## config.mk

```make
export PLATFORM = sky130hd
export DESIGN_NAME = lru_page_replacer_dirty_flat
export DESIGN_NICKNAME = d
export VERILOG_FILES = /design/src/design/lrud_pkg.sv /design/src/design/lrud_if.sv /design/src/design/lrud_ctrl.sv /design/src/design/lrud_dpath.sv /design/src/design/lru_page_replacer_dirty.sv /design/src/flat_wrapper.sv
export SDC_FILE = /design/constraint.sdc
export NUM_CORES = 2
export LEC_CHECK = 0
export ABC_AREA = 1
export CORE_UTILIZATION = 59
export CTS_CLUSTER_SIZE = 8
export DETAILED_ROUTE_END_ITERATION = 7
export DONT_BUFFER_PORTS = 1
export HOLD_SLACK_MARGIN = 0.06
export PLACE_DENSITY = 0.87
export SLEW_MARGIN = 20
export SYNTH_ARGS = -nofsm -noshare
export SYNTH_HDL_FRONTEND = slang
export SYNTH_SLANG_ARGS = --single-unit
export TNS_END_PERCENT = 20
```

## constraint.sdc

```tcl
create_clock -name clk_i -period 16.1 [get_ports clk_i]
set_clock_uncertainty 0.05 [all_clocks]
set_input_delay 3.22 -clock clk_i [delete_from_list [all_inputs] [get_ports clk_i]]
set_output_delay 3.22 -clock clk_i [all_outputs]
set_load 0.03 [all_outputs]
```

## src/design/lrud_pkg.sv

```systemverilog
// Package for the LRU page replacer with dirty marks.
// Shared widths, types and register indexes; no dependencies.
package lrud_pkg;

  localparam int unsigned Frames   = 16;
  localparam int unsigned PageBits = 20;
  localparam int unsigned PageW    = 20;
  localparam int unsigned IdxW     = $clog2(Frames);
  localparam int unsigned CntW     = $clog2(Frames + 1);
  localparam int unsigned CfgW     = 5;
  localparam int unsigned TotW     = 32;
  localparam int unsigned AddrW    = 3;
  localparam int unsigned DataW    = 32;
  localparam int unsigned RegIdxW  = AddrW - 2;

  localparam logic [RegIdxW-1:0] RegFrameLimit = RegIdxW'(0);

  typedef logic [PageBits-1:0] tag_t;
  typedef logic [IdxW-1:0]     idx_t;
  typedef logic [CntW-1:0]     cnt_t;
  typedef logic [TotW-1:0]     tot_t;

  // controller to datapath
  typedef struct packed {
    logic capture;
    logic look;
    logic commit;
  } cmd_t;

  // datapath to controller
  typedef struct packed {
    logic look_hit;
  } sts_t;

  typedef struct packed {
    logic             hit;
    logic             evicted_valid;
    logic [PageW-1:0] evicted_page;
    logic             evicted_dirty;
    tot_t             hit_total;
    tot_t             fault_total;
    tot_t             writeback_total;
  } rsp_t;

endpackage

```

## src/design/lrud_if.sv

```systemverilog
// Handshake interfaces for page references in and replacement results out.
// Depends on lrud_pkg.
interface lrud_req_if import lrud_pkg::*; ();
  logic             valid;
  logic             ready;
  logic [PageW-1:0] page_number;
  logic             is_write;

  modport source (output valid, page_number, is_write, input ready);
  modport sink   (input valid, page_number, is_write, output ready);
endinterface

interface lrud_rsp_if import lrud_pkg::*; ();
  logic             valid;
  logic             ready;
  logic             hit;
  logic             evicted_valid;
  logic [PageW-1:0] evicted_page;
  logic             evicted_dirty;
  tot_t             hit_total;
  tot_t             fault_total;
  tot_t             writeback_total;

  modport source (output valid, hit, evicted_valid, evicted_page, evicted_dirty,
                  hit_total, fault_total, writeback_total, input ready);
  modport sink   (input valid, hit, evicted_valid, evicted_page, evicted_dirty,
                  hit_total, fault_total, writeback_total, output ready);
endinterface

```

## src/design/lrud_ctrl.sv

```systemverilog
// Controller: sequences lookup and commit of one item, owns the result valid.
// Depends on lrud_pkg.
module lrud_ctrl import lrud_pkg::*; (
  input  logic clk_i,
  input  logic rst_ni,
  input  logic req_valid_i,
  output logic req_ready_o,
  output logic rsp_valid_o,
  input  logic rsp_ready_i,
  input  sts_t sts_i,
  output cmd_t cmd_o
);

  typedef enum logic [2:0] {
    StIdle = 3'b001,
    StLook = 3'b010,
    StUpd  = 3'b100
  } state_e;

  state_e state_q, state_d;
  logic   out_valid_q, out_valid_d;
  logic   can_commit, accept;

  assign can_commit  = (state_q == StUpd) && (!out_valid_q || rsp_ready_i);
  assign req_ready_o = (state_q == StIdle) || can_commit;
  assign accept      = req_valid_i && req_ready_o;

  always_comb begin
    state_d = state_q;
    unique case (state_q)
      StIdle: if (accept) state_d = StLook;
      StLook: state_d = StUpd;
      StUpd: begin
        if (can_commit) state_d = accept ? StLook : StIdle;
      end
      default: state_d = StIdle;
    endcase
  end

  always_comb begin
    out_valid_d = out_valid_q;
    if (can_commit) out_valid_d = 1'b1;
    else if (rsp_ready_i) out_valid_d = 1'b0;
  end

  always_ff @(posedge clk_i or negedge rst_ni) begin
    if (!rst_ni) begin
      state_q     <= StIdle;
      out_valid_q <= 1'b0;
    end else begin
      state_q     <= state_d;
      out_valid_q <= out_valid_d;
    end
  end

  // hit status is not needed for sequencing; hits and misses both pass through the same commit state
  logic unused_hit;
  assign unused_hit = sts_i.look_hit;

  assign rsp_valid_o    = out_valid_q;
  assign cmd_o.capture  = accept;
  assign cmd_o.look     = (state_q == StLook) && !unused_hit | (state_q == StLook);
  assign cmd_o.commit   = can_commit;

endmodule

```

## src/design/lrud_dpath.sv

```systemverilog
// Datapath: frame tags, dirty and recency state, counters and result register.
// Depends on lrud_pkg.
module lrud_dpath import lrud_pkg::*; (
  input  logic            clk_i,
  input  logic            rst_ni,
  input  cmd_t            cmd_i,
  output sts_t            sts_o,
  input  logic [PageW-1:0] page_number_i,
  input  logic            is_write_i,
  input  logic            cfg_we_i,
  input  logic [CfgW-1:0] cfg_wdata_i,
  output logic [CfgW-1:0] frame_limit_o,
  output rsp_t            rsp_o
);

  tag_t            page_q;
  logic            wr_q;
  logic [CfgW-1:0] frame_limit_q;

  tag_t              tags_q [Frames];
  logic [Frames-1:0] valid_q, valid_d;
  logic [Frames-1:0] dirty_q, dirty_d;
  idx_t              rank_q [Frames];
  idx_t              rank_d [Frames];
  cnt_t              count_q, count_d;
  tot_t              hits_q, faults_q, wbs_q;
  tot_t              hits_d, faults_d, wbs_d;

  logic hit_q, evict_q;
  idx_t found_q, victim_q;
  rsp_t rsp_q;

  // lookup
  logic [Frames-1:0] match;
  logic              hit_c, evict_c;
  idx_t              found_c, victim_c;
  cnt_t              usable, last;

  always_comb begin
    usable = CntW'(frame_limit_q);
    if (frame_limit_q == '0) usable = CntW'(1);
    else if (32'(frame_limit_q) > Frames) usable = CntW'(Frames);
  end

  assign last = count_q - CntW'(1);

  always_comb begin
    found_c  = '0;
    victim_c = '0;
    for (int i = Frames - 1; i >= 0; i--) begin
      match[i] = valid_q[i] && (tags_q[i] == page_q);
      if (match[i]) found_c = IdxW'(i);
      if (valid_q[i] && (CntW'(rank_q[i]) == last)) victim_c = IdxW'(i);
    end
  end

  assign hit_c   = |match;
  assign evict_c = !hit_c && (count_q >= usable) && (count_q != '0);
  assign sts_o.look_hit = hit_c;

  // commit
  logic [Frames-1:0] valid_ev;
  idx_t              slot;
  idx_t              r;
  logic              wb;

  assign r  = rank_q[found_q];
  assign wb = evict_q && dirty_q[victim_q];

  always_comb begin
    valid_ev = valid_q;
    if (evict_q) valid_ev[victim_q] = 1'b0;
    slot = '0;
    for (int i = Frames - 1; i >= 0; i--) begin
      if (!valid_ev[i]) slot = IdxW'(i);
    end
  end

  always_comb begin
    valid_d = valid_q;
    dirty_d = dirty_q;
    count_d = count_q;
    for (int i = 0; i < Frames; i++) rank_d[i] = rank_q[i];
    if (hit_q) begin
      for (int i = 0; i < Frames; i++) begin
        if (valid_q[i] && (rank_q[i] < r)) rank_d[i] = rank_q[i] + IdxW'(1);
      end
      rank_d[found_q] = '0;
      if (wr_q) dirty_d[found_q] = 1'b1;
    end else begin
      for (int i = 0; i < Frames; i++) begin
        if (valid_ev[i]) rank_d[i] = rank_q[i] + IdxW'(1);
      end
      if (evict_q) begin
        valid_d[victim_q] = 1'b0;
        dirty_d[victim_q] = 1'b0;
        rank_d[victim_q]  = '0;
      end
      valid_d[slot] = 1'b1;
      dirty_d[slot] = wr_q;
      rank_d[slot]  = '0;
      count_d = count_q - CntW'(evict_q) + CntW'(1);
    end
  end

  assign hits_d   = hits_q + TotW'(hit_q);
  assign faults_d = faults_q + TotW'(!hit_q);
  assign wbs_d    = wbs_q + TotW'(wb);

  always_ff @(posedge clk_i or negedge rst_ni) begin
    if (!rst_ni) begin
      frame_limit_q <= CfgW'(16);
      valid_q       <= '0;
      dirty_q       <= '0;
      count_q       <= '0;
      hits_q        <= '0;
      faults_q      <= '0;
      wbs_q         <= '0;
      for (int i = 0; i < Frames; i++) rank_q[i] <= '0;
    end else begin
      if (cfg_we_i) frame_limit_q <= cfg_wdata_i;
      if (cmd_i.commit) begin
        valid_q  <= valid_d;
        dirty_q  <= dirty_d;
        count_q  <= count_d;
        hits_q   <= hits_d;
        faults_q <= faults_d;
        wbs_q    <= wbs_d;
        for (int i = 0; i < Frames; i++) rank_q[i] <= rank_d[i];
      end
    end
  end

  always_ff @(posedge clk_i) begin
    if (cmd_i.capture) begin
      page_q <= page_number_i[PageBits-1:0];
      wr_q   <= is_write_i;
    end
    if (cmd_i.look) begin
      hit_q    <= hit_c;
      evict_q  <= evict_c;
      found_q  <= found_c;
      victim_q <= victim_c;
    end
    if (cmd_i.commit && !hit_q) tags_q[slot] <= page_q;
    if (cmd_i.commit) begin
      rsp_q.hit             <= hit_q;
      rsp_q.evicted_valid   <= evict_q;
      rsp_q.evicted_page    <= evict_q ? PageW'(tags_q[victim_q]) : '0;
      rsp_q.evicted_dirty   <= wb;
      rsp_q.hit_total       <= hits_d;
      rsp_q.fault_total     <= faults_d;
      rsp_q.writeback_total <= wbs_d;
    end
  end

  assign frame_limit_o = frame_limit_q;
  assign rsp_o         = rsp_q;

endmodule

```

## src/design/lru_page_replacer_dirty.sv

```systemverilog
// Top level of the LRU page replacer with dirty marks: APB register, controller, datapath.
// Depends on lrud_pkg, lrud_if, lrud_ctrl and lrud_dpath.
//
//   channel  dir  handshake        payload
//   req_i    in   valid/ready      page_number[19:0], is_write
//   rsp_o    out  valid/ready      hit, evicted_*, hit/fault/writeback totals
//   apb      in   psel/penable     frame_limit at byte address 0
//
// Each item passes through a tag lookup state over all 16 frames, then a
// commit state that updates recency, dirty marks and counters.
// A new item is taken in the commit cycle of the previous one.
// A held result stalls the commit cycle until the result register is free.
// Reset clears all frames and counters; frame_limit returns to 16.
module lru_page_replacer_dirty import lrud_pkg::*; (
  input  logic             clk_i,
  input  logic             rst_ni,
  lrud_req_if.sink         req_i,
  lrud_rsp_if.source       rsp_o,
  input  logic             psel,
  input  logic             penable,
  input  logic             pwrite,
  input  logic [AddrW-1:0] paddr,
  input  logic [DataW-1:0] pwdata,
  output logic [DataW-1:0] prdata,
  output logic             pready
);

  cmd_t            cmd;
  sts_t            sts;
  rsp_t            rsp;
  logic [CfgW-1:0] frame_limit;
  logic            cfg_we;
  logic [RegIdxW-1:0] reg_idx;

  assign reg_idx = paddr[AddrW-1:2];
  assign pready  = 1'b1;
  assign cfg_we  = psel && penable && pwrite && (reg_idx == RegFrameLimit);

  always_comb begin
    unique case (reg_idx)
      RegFrameLimit: prdata = DataW'(frame_limit);
      default:       prdata = '0;
    endcase
  end

  lrud_ctrl u_ctrl (
    .clk_i       (clk_i),
    .rst_ni      (rst_ni),
    .req_valid_i (req_i.valid),
    .req_ready_o (req_i.ready),
    .rsp_valid_o (rsp_o.valid),
    .rsp_ready_i (rsp_o.ready),
    .sts_i       (sts),
    .cmd_o       (cmd)
  );

  lrud_dpath u_dpath (
    .clk_i         (clk_i),
    .rst_ni        (rst_ni),
    .cmd_i         (cmd),
    .sts_o         (sts),
    .page_number_i (req_i.page_number),
    .is_write_i    (req_i.is_write),
    .cfg_we_i      (cfg_we),
    .cfg_wdata_i   (pwdata[CfgW-1:0]),
    .frame_limit_o (frame_limit),
    .rsp_o         (rsp)
  );

  assign rsp_o.hit             = rsp.hit;
  assign rsp_o.evicted_valid   = rsp.evicted_valid;
  assign rsp_o.evicted_page    = rsp.evicted_page;
  assign rsp_o.evicted_dirty   = rsp.evicted_dirty;
  assign rsp_o.hit_total       = rsp.hit_total;
  assign rsp_o.fault_total     = rsp.fault_total;
  assign rsp_o.writeback_total = rsp.writeback_total;

endmodule

```

## src/flat_wrapper.sv

```systemverilog
// flat-port wrapper written by rule: the top's interface ports become plain ports
module lru_page_replacer_dirty_flat import lrud_pkg::*;
  (clk_i, rst_ni, psel, penable, pwrite, paddr, pwdata, prdata, pready, req_i_valid, req_i_page_number, req_i_is_write, req_i_ready, rsp_o_valid, rsp_o_hit, rsp_o_evicted_valid, rsp_o_evicted_page, rsp_o_evicted_dirty, rsp_o_hit_total, rsp_o_fault_total, rsp_o_writeback_total, rsp_o_ready);
  lrud_req_if req_i_i ();
  lrud_rsp_if rsp_o_i ();
  input  logic clk_i;
  input  logic rst_ni;
  input  logic psel;
  input  logic penable;
  input  logic pwrite;
  input  logic [AddrW-1:0] paddr;
  input  logic [DataW-1:0] pwdata;
  output logic [DataW-1:0] prdata;
  output logic pready;
  input wire logic [$bits(req_i_i.valid)-1:0] req_i_valid;
  input wire logic [$bits(req_i_i.page_number)-1:0] req_i_page_number;
  input wire logic [$bits(req_i_i.is_write)-1:0] req_i_is_write;
  output wire logic [$bits(req_i_i.ready)-1:0] req_i_ready;
  output wire logic [$bits(rsp_o_i.valid)-1:0] rsp_o_valid;
  output wire logic [$bits(rsp_o_i.hit)-1:0] rsp_o_hit;
  output wire logic [$bits(rsp_o_i.evicted_valid)-1:0] rsp_o_evicted_valid;
  output wire logic [$bits(rsp_o_i.evicted_page)-1:0] rsp_o_evicted_page;
  output wire logic [$bits(rsp_o_i.evicted_dirty)-1:0] rsp_o_evicted_dirty;
  output wire logic [$bits(rsp_o_i.hit_total)-1:0] rsp_o_hit_total;
  output wire logic [$bits(rsp_o_i.fault_total)-1:0] rsp_o_fault_total;
  output wire logic [$bits(rsp_o_i.writeback_total)-1:0] rsp_o_writeback_total;
  input wire logic [$bits(rsp_o_i.ready)-1:0] rsp_o_ready;
  assign req_i_i.valid = req_i_valid;
  assign req_i_i.page_number = req_i_page_number;
  assign req_i_i.is_write = req_i_is_write;
  assign req_i_ready = req_i_i.ready;
  assign rsp_o_valid = rsp_o_i.valid;
  assign rsp_o_hit = rsp_o_i.hit;
  assign rsp_o_evicted_valid = rsp_o_i.evicted_valid;
  assign rsp_o_evicted_page = rsp_o_i.evicted_page;
  assign rsp_o_evicted_dirty = rsp_o_i.evicted_dirty;
  assign rsp_o_hit_total = rsp_o_i.hit_total;
  assign rsp_o_fault_total = rsp_o_i.fault_total;
  assign rsp_o_writeback_total = rsp_o_i.writeback_total;
  assign rsp_o_i.ready = rsp_o_ready;
  lru_page_replacer_dirty u_core (.clk_i(clk_i), .rst_ni(rst_ni), .req_i(req_i_i), .rsp_o(rsp_o_i), .psel(psel), .penable(penable), .pwrite(pwrite), .paddr(paddr), .pwdata(pwdata), .prdata(prdata), .pready(pready));
endmodule
```

==> flow_metrics.py <==
metrics = {
    "logic_synthesis": {
        "synth_area_leader_cell": "edfxtp_1",
        "yosysWarnings": 0,
        "synth-simple-area-share_pct": 15.9,
        "synth_edf_count": 470,
        "synth-adder-area-share_pct": 2.79,
        "syn-cell-area_sq_um": 37300,
        "synth_compound_area_share_pct": 16.4,
        "yosys-top-cells-area": "edfxtp_1 38%, dfrtp_1 14%, nand2_1 8.0%",
        "synth_top_flop_cell": "edfxtp_1",
        "yosysTopAreaCellShare_pct": 37.9,
        "synthMuxAreaShare_pct": 0,
        "synth-xor-area-share_pct": 6.36,
        "synth.distinct_cells": 67,
        "netlist_instances": 3989,
        "seq_area_frac_synth_pct": 51.7,
        "synth_top_family_by_area": "compound AO/OA/AOI/OAI gates",
        "ys_seq_elements": 676,
        "synthArstFlopShare_pct": 30.5,
        "synth.avg_cell_area_sq_um": 9.34,
    },
    "timing": {
        "max_freq_mhz": 128,
        "worst_pin_slew_ns": 1.23,
        "period_minus_slack_ns": 7.81,
        "finalSetupViolCount": 0,
        "finalMaxSlewViolations": 0,
        "final_hold_viol_count": 0,
        "relSlewSlack_pct": 17.9,
        "fin_crit_sh_pct": 48.5,
        "fin_setup_tns_ns": 0,
        "rsz0062_at_grt": "false",
    },
    "layout": {
        "most-common-layout-cells": "798 x nand2_1, 470 x edfxtp_1, 379 x inv_1",
        "mostFrequentLayoutCell": "nand2_1",
        "fin_area_sq_um": 40700,
        "layout.nets": 4095,
        "syn2layout_area_growth_pct": 9.19,
        "drive_gt1_share_pct": 6.98,
    },
    "grt": {
        "grt_usage_pct": 35.2,
        "antenna_found_initial": 1,
        "grt_pass1_wl_um": 171000,
        "grt_max_degree": 207,
        "grt_pass1_vias": 29500,
        "globalRouteOverflowTotal": 0,
    },
    "pwr": {
        "max-vdd-ir-drop_mv": 0.165,
        "cellPowerDensity_nw_per_um2": 174,
        "leakage_uw": 0.0163,
    },
    "critical_path": {
        "cpMostUsedCell": "buf_4",
        "path_cells": "nor2_1, nor2_4, buf_4, clkinv_2, buf_4, nand2_1",
        "rr_worst_depth": 24,
        "r2r_end": "u_core.u_dpath.wbs_q[30]$_DFFE_PN0P_",
        "r2r_start": "u_core.u_dpath.victim_q[1]$_SDFFCE_PP0P_",
        "critPathBufInv": 3,
        "endpoint_kind": "primary output",
        "critPathMaxStageDelay_ns": 0.55,
        "cp_max_fo": 41,
        "arrival_ns": 4.54,
        "path_class": "input pin to primary output",
        "crit_family": "buffers and inverters",
        "worst_path_max_delay_cell": "buf_4",
        "cp.required_ns": 12.83,
        "reg2reg_slack_ns": 10.26,
        "cp-start-kind": "input pin",
    },
    "clock_tree": {
        "clock_path_buffers": 3,
        "clock-sinks": 676,
        "cts_tree": "done",
        "insertion_delay_ns": 0.66,
        "cts_resized": 0,
        "root_buffer": "clkbuf_16",
        "cts_hold_buffers": 0,
        "cts_buffers": 95,
        "cts_max_level": 3,
        "post_cts.repair.setup_buffers": 0,
        "clk_pin_slew_ns": 0.05,
    },
    "run": {
        "cap_violations": 0,
    },
    "detailed_routing": {
        "wl_per_cell_um": 23.5,
        "first_pass_iters": 8,
        "viasPerCell": 6.60,
        "drc": 1,
        "vias": 31900,
        "routed_wl_um": 114000,
        "drtIter0Drc": 5523,
        "ant_nets": 0,
    },
    "placed_design": {
        "gp_congestion": 1.02,
        "portBuffers": 0,
        "hpwl_um": 73600,
        "placed_area_sq_um": 37900,
    },
    "min_path": {
        "hold_class": "flip-flop to flip-flop",
        "hold_depth": 2,
        "hp-start": "u_core.u_dpath.faults_q[0]$_DFFE_PN0P_",
        "whs_endpoint": "u_core.u_dpath.faults_q[0]$_DFFE_PN0P_",
    },
    "die": {
        "rows": 91,
        "die_x_um": 253,
        "die-area_sq_um": 64200,
        "ios": 217,
        "core_area_sq_um": 62100,
        "initial_core_util_pct": 60.0,
        "die_h_um": 253,
    },
    "outcome": {
        "violations": "DRC",
        "outcome": "finished with violations",
    },
}
## cells in the mapped netlist (7+ instances only)
cell         n
nand4_1     58
clkinv_1     9
nor2_1     219
ha_1        83
a211oi_1    38
xnor2_1     68
nor3_1      42
clkbuf_1   156
buf_4       30
nor4_1      46
a22oi_1    135
buf_2       12
nand2_1    798
or2_2       16
dfrtp_1    204
inv_2       27
edfxtp_1   470
a41oi_1     12
inv_1      381
nand3_2      7
nand2_2      7
o211ai_1    50
o21ai_1     19
a221oi_1    27
a31oi_1      9
xor2_1     197
a22o_1       7
o21ai_0    305
nand3_1    130
o21a_1      19
o2111ai_1   15
buf_1       22
o221ai_1    37
o22ai_1    125
a21boi_1     8
nor2_2      11
a21oi_1    123
## worst max-delay path by stage
stage | cells past startpoint | startpoint | end
2_1_floorplan | 4 | rsp_o_ready | u_core.u_dpath.rsp_o[0]$_DFFE_PP_
3_3_place_gp | 6 | rsp_o_ready | req_i_ready
3_5_place_dp | 6 | rsp_o_ready | req_i_ready
4_1_cts | 6 | rsp_o_ready | req_i_ready
5_1_grt | 6 | rsp_o_ready | req_i_ready
6_report | 6 | rsp_o_ready | req_i_ready
## per-layer routing
layer | wire [um] | track usage, % | share of wire (%) | vias to the layer above
met3 | 17600 | 11.1 | 15 | 477
met1 | 41400 | 46.9 | 36 | 14900
met4 | 5860 | 17.4 | 5.2 | 0
met5 | 0 | 0 | 0 | -
met2 | 48900 | 51.9 | 43 | 2647
li1 | - | - | - | 13900
## worst min-delay path, stage by stage (launching register included)
cell     delay (ns)
dfrtp_1        0.35
nand2_1        0.05
nand2_1        0.05
## power by group
group	switching, uW	internal [uW]
logic	1830	840
registers	344	2210
clock network	753	1100
total	2930	4140
## flip-flops by register name (all words and copies together) (netlist names), 3 cells and up
name and flops:
u_core.u_dpath.page_q 20, u_core.u_dpath.valid_q 16, u_core.u_dpath.found_q 4, u_core.u_ctrl.state_q 3
u_core.u_dpath.victim_q 4, u_core.u_dpath.rank_q 64, u_core.u_dpath.tags_q 320, u_core.u_dpath.wbs_q 32
u_core.u_dpath.rsp_o 119, u_core.u_dpath.hits_q 32, u_core.u_dpath.dirty_q 16, u_core.u_dpath.count_q 5
u_core.u_dpath.frame_limit_o 5, u_core.u_dpath.faults_q 32
## stage by stage
step	total power [uW]	cells	utilization (%)	hold slack, ns	worst slack (ns)
floorplan	4330	4015	-	0.374	8.25
global placement	5000	4688	61.1	0.410	8.37
detailed placement	5100	4688	61.1	0.420	8.36
CTS	6950	4832	65.5	0.433	8.35
global route	7380	4833	65.5	0.465	8.26
finish	7070	4835	65.6	0.427	8.29
## logic make-up after synthesis
family	Yosys count
AO/OA/AOI/OAI	959
XOR/XNOR	268
adder cells (fa/ha/maj)	83
buffers and inverters	639
flip-flops	676
other	2
AND/OR/NAND/NOR	1362
## layout make-up
cell class	instances	area [sq um]
Sequential cell	676	19300
Multi-Input combinational cell	2700	15600
Timing Repair Buffer	59	463
Inverter	417	1570
Fill cell	4675	21400
Tap cell	837	1050
Clock inverter	8	148
Clock buffer	136	2560
Antenna cell	2	5.00
No activity file was read; power rests on OpenSTA's default activity.
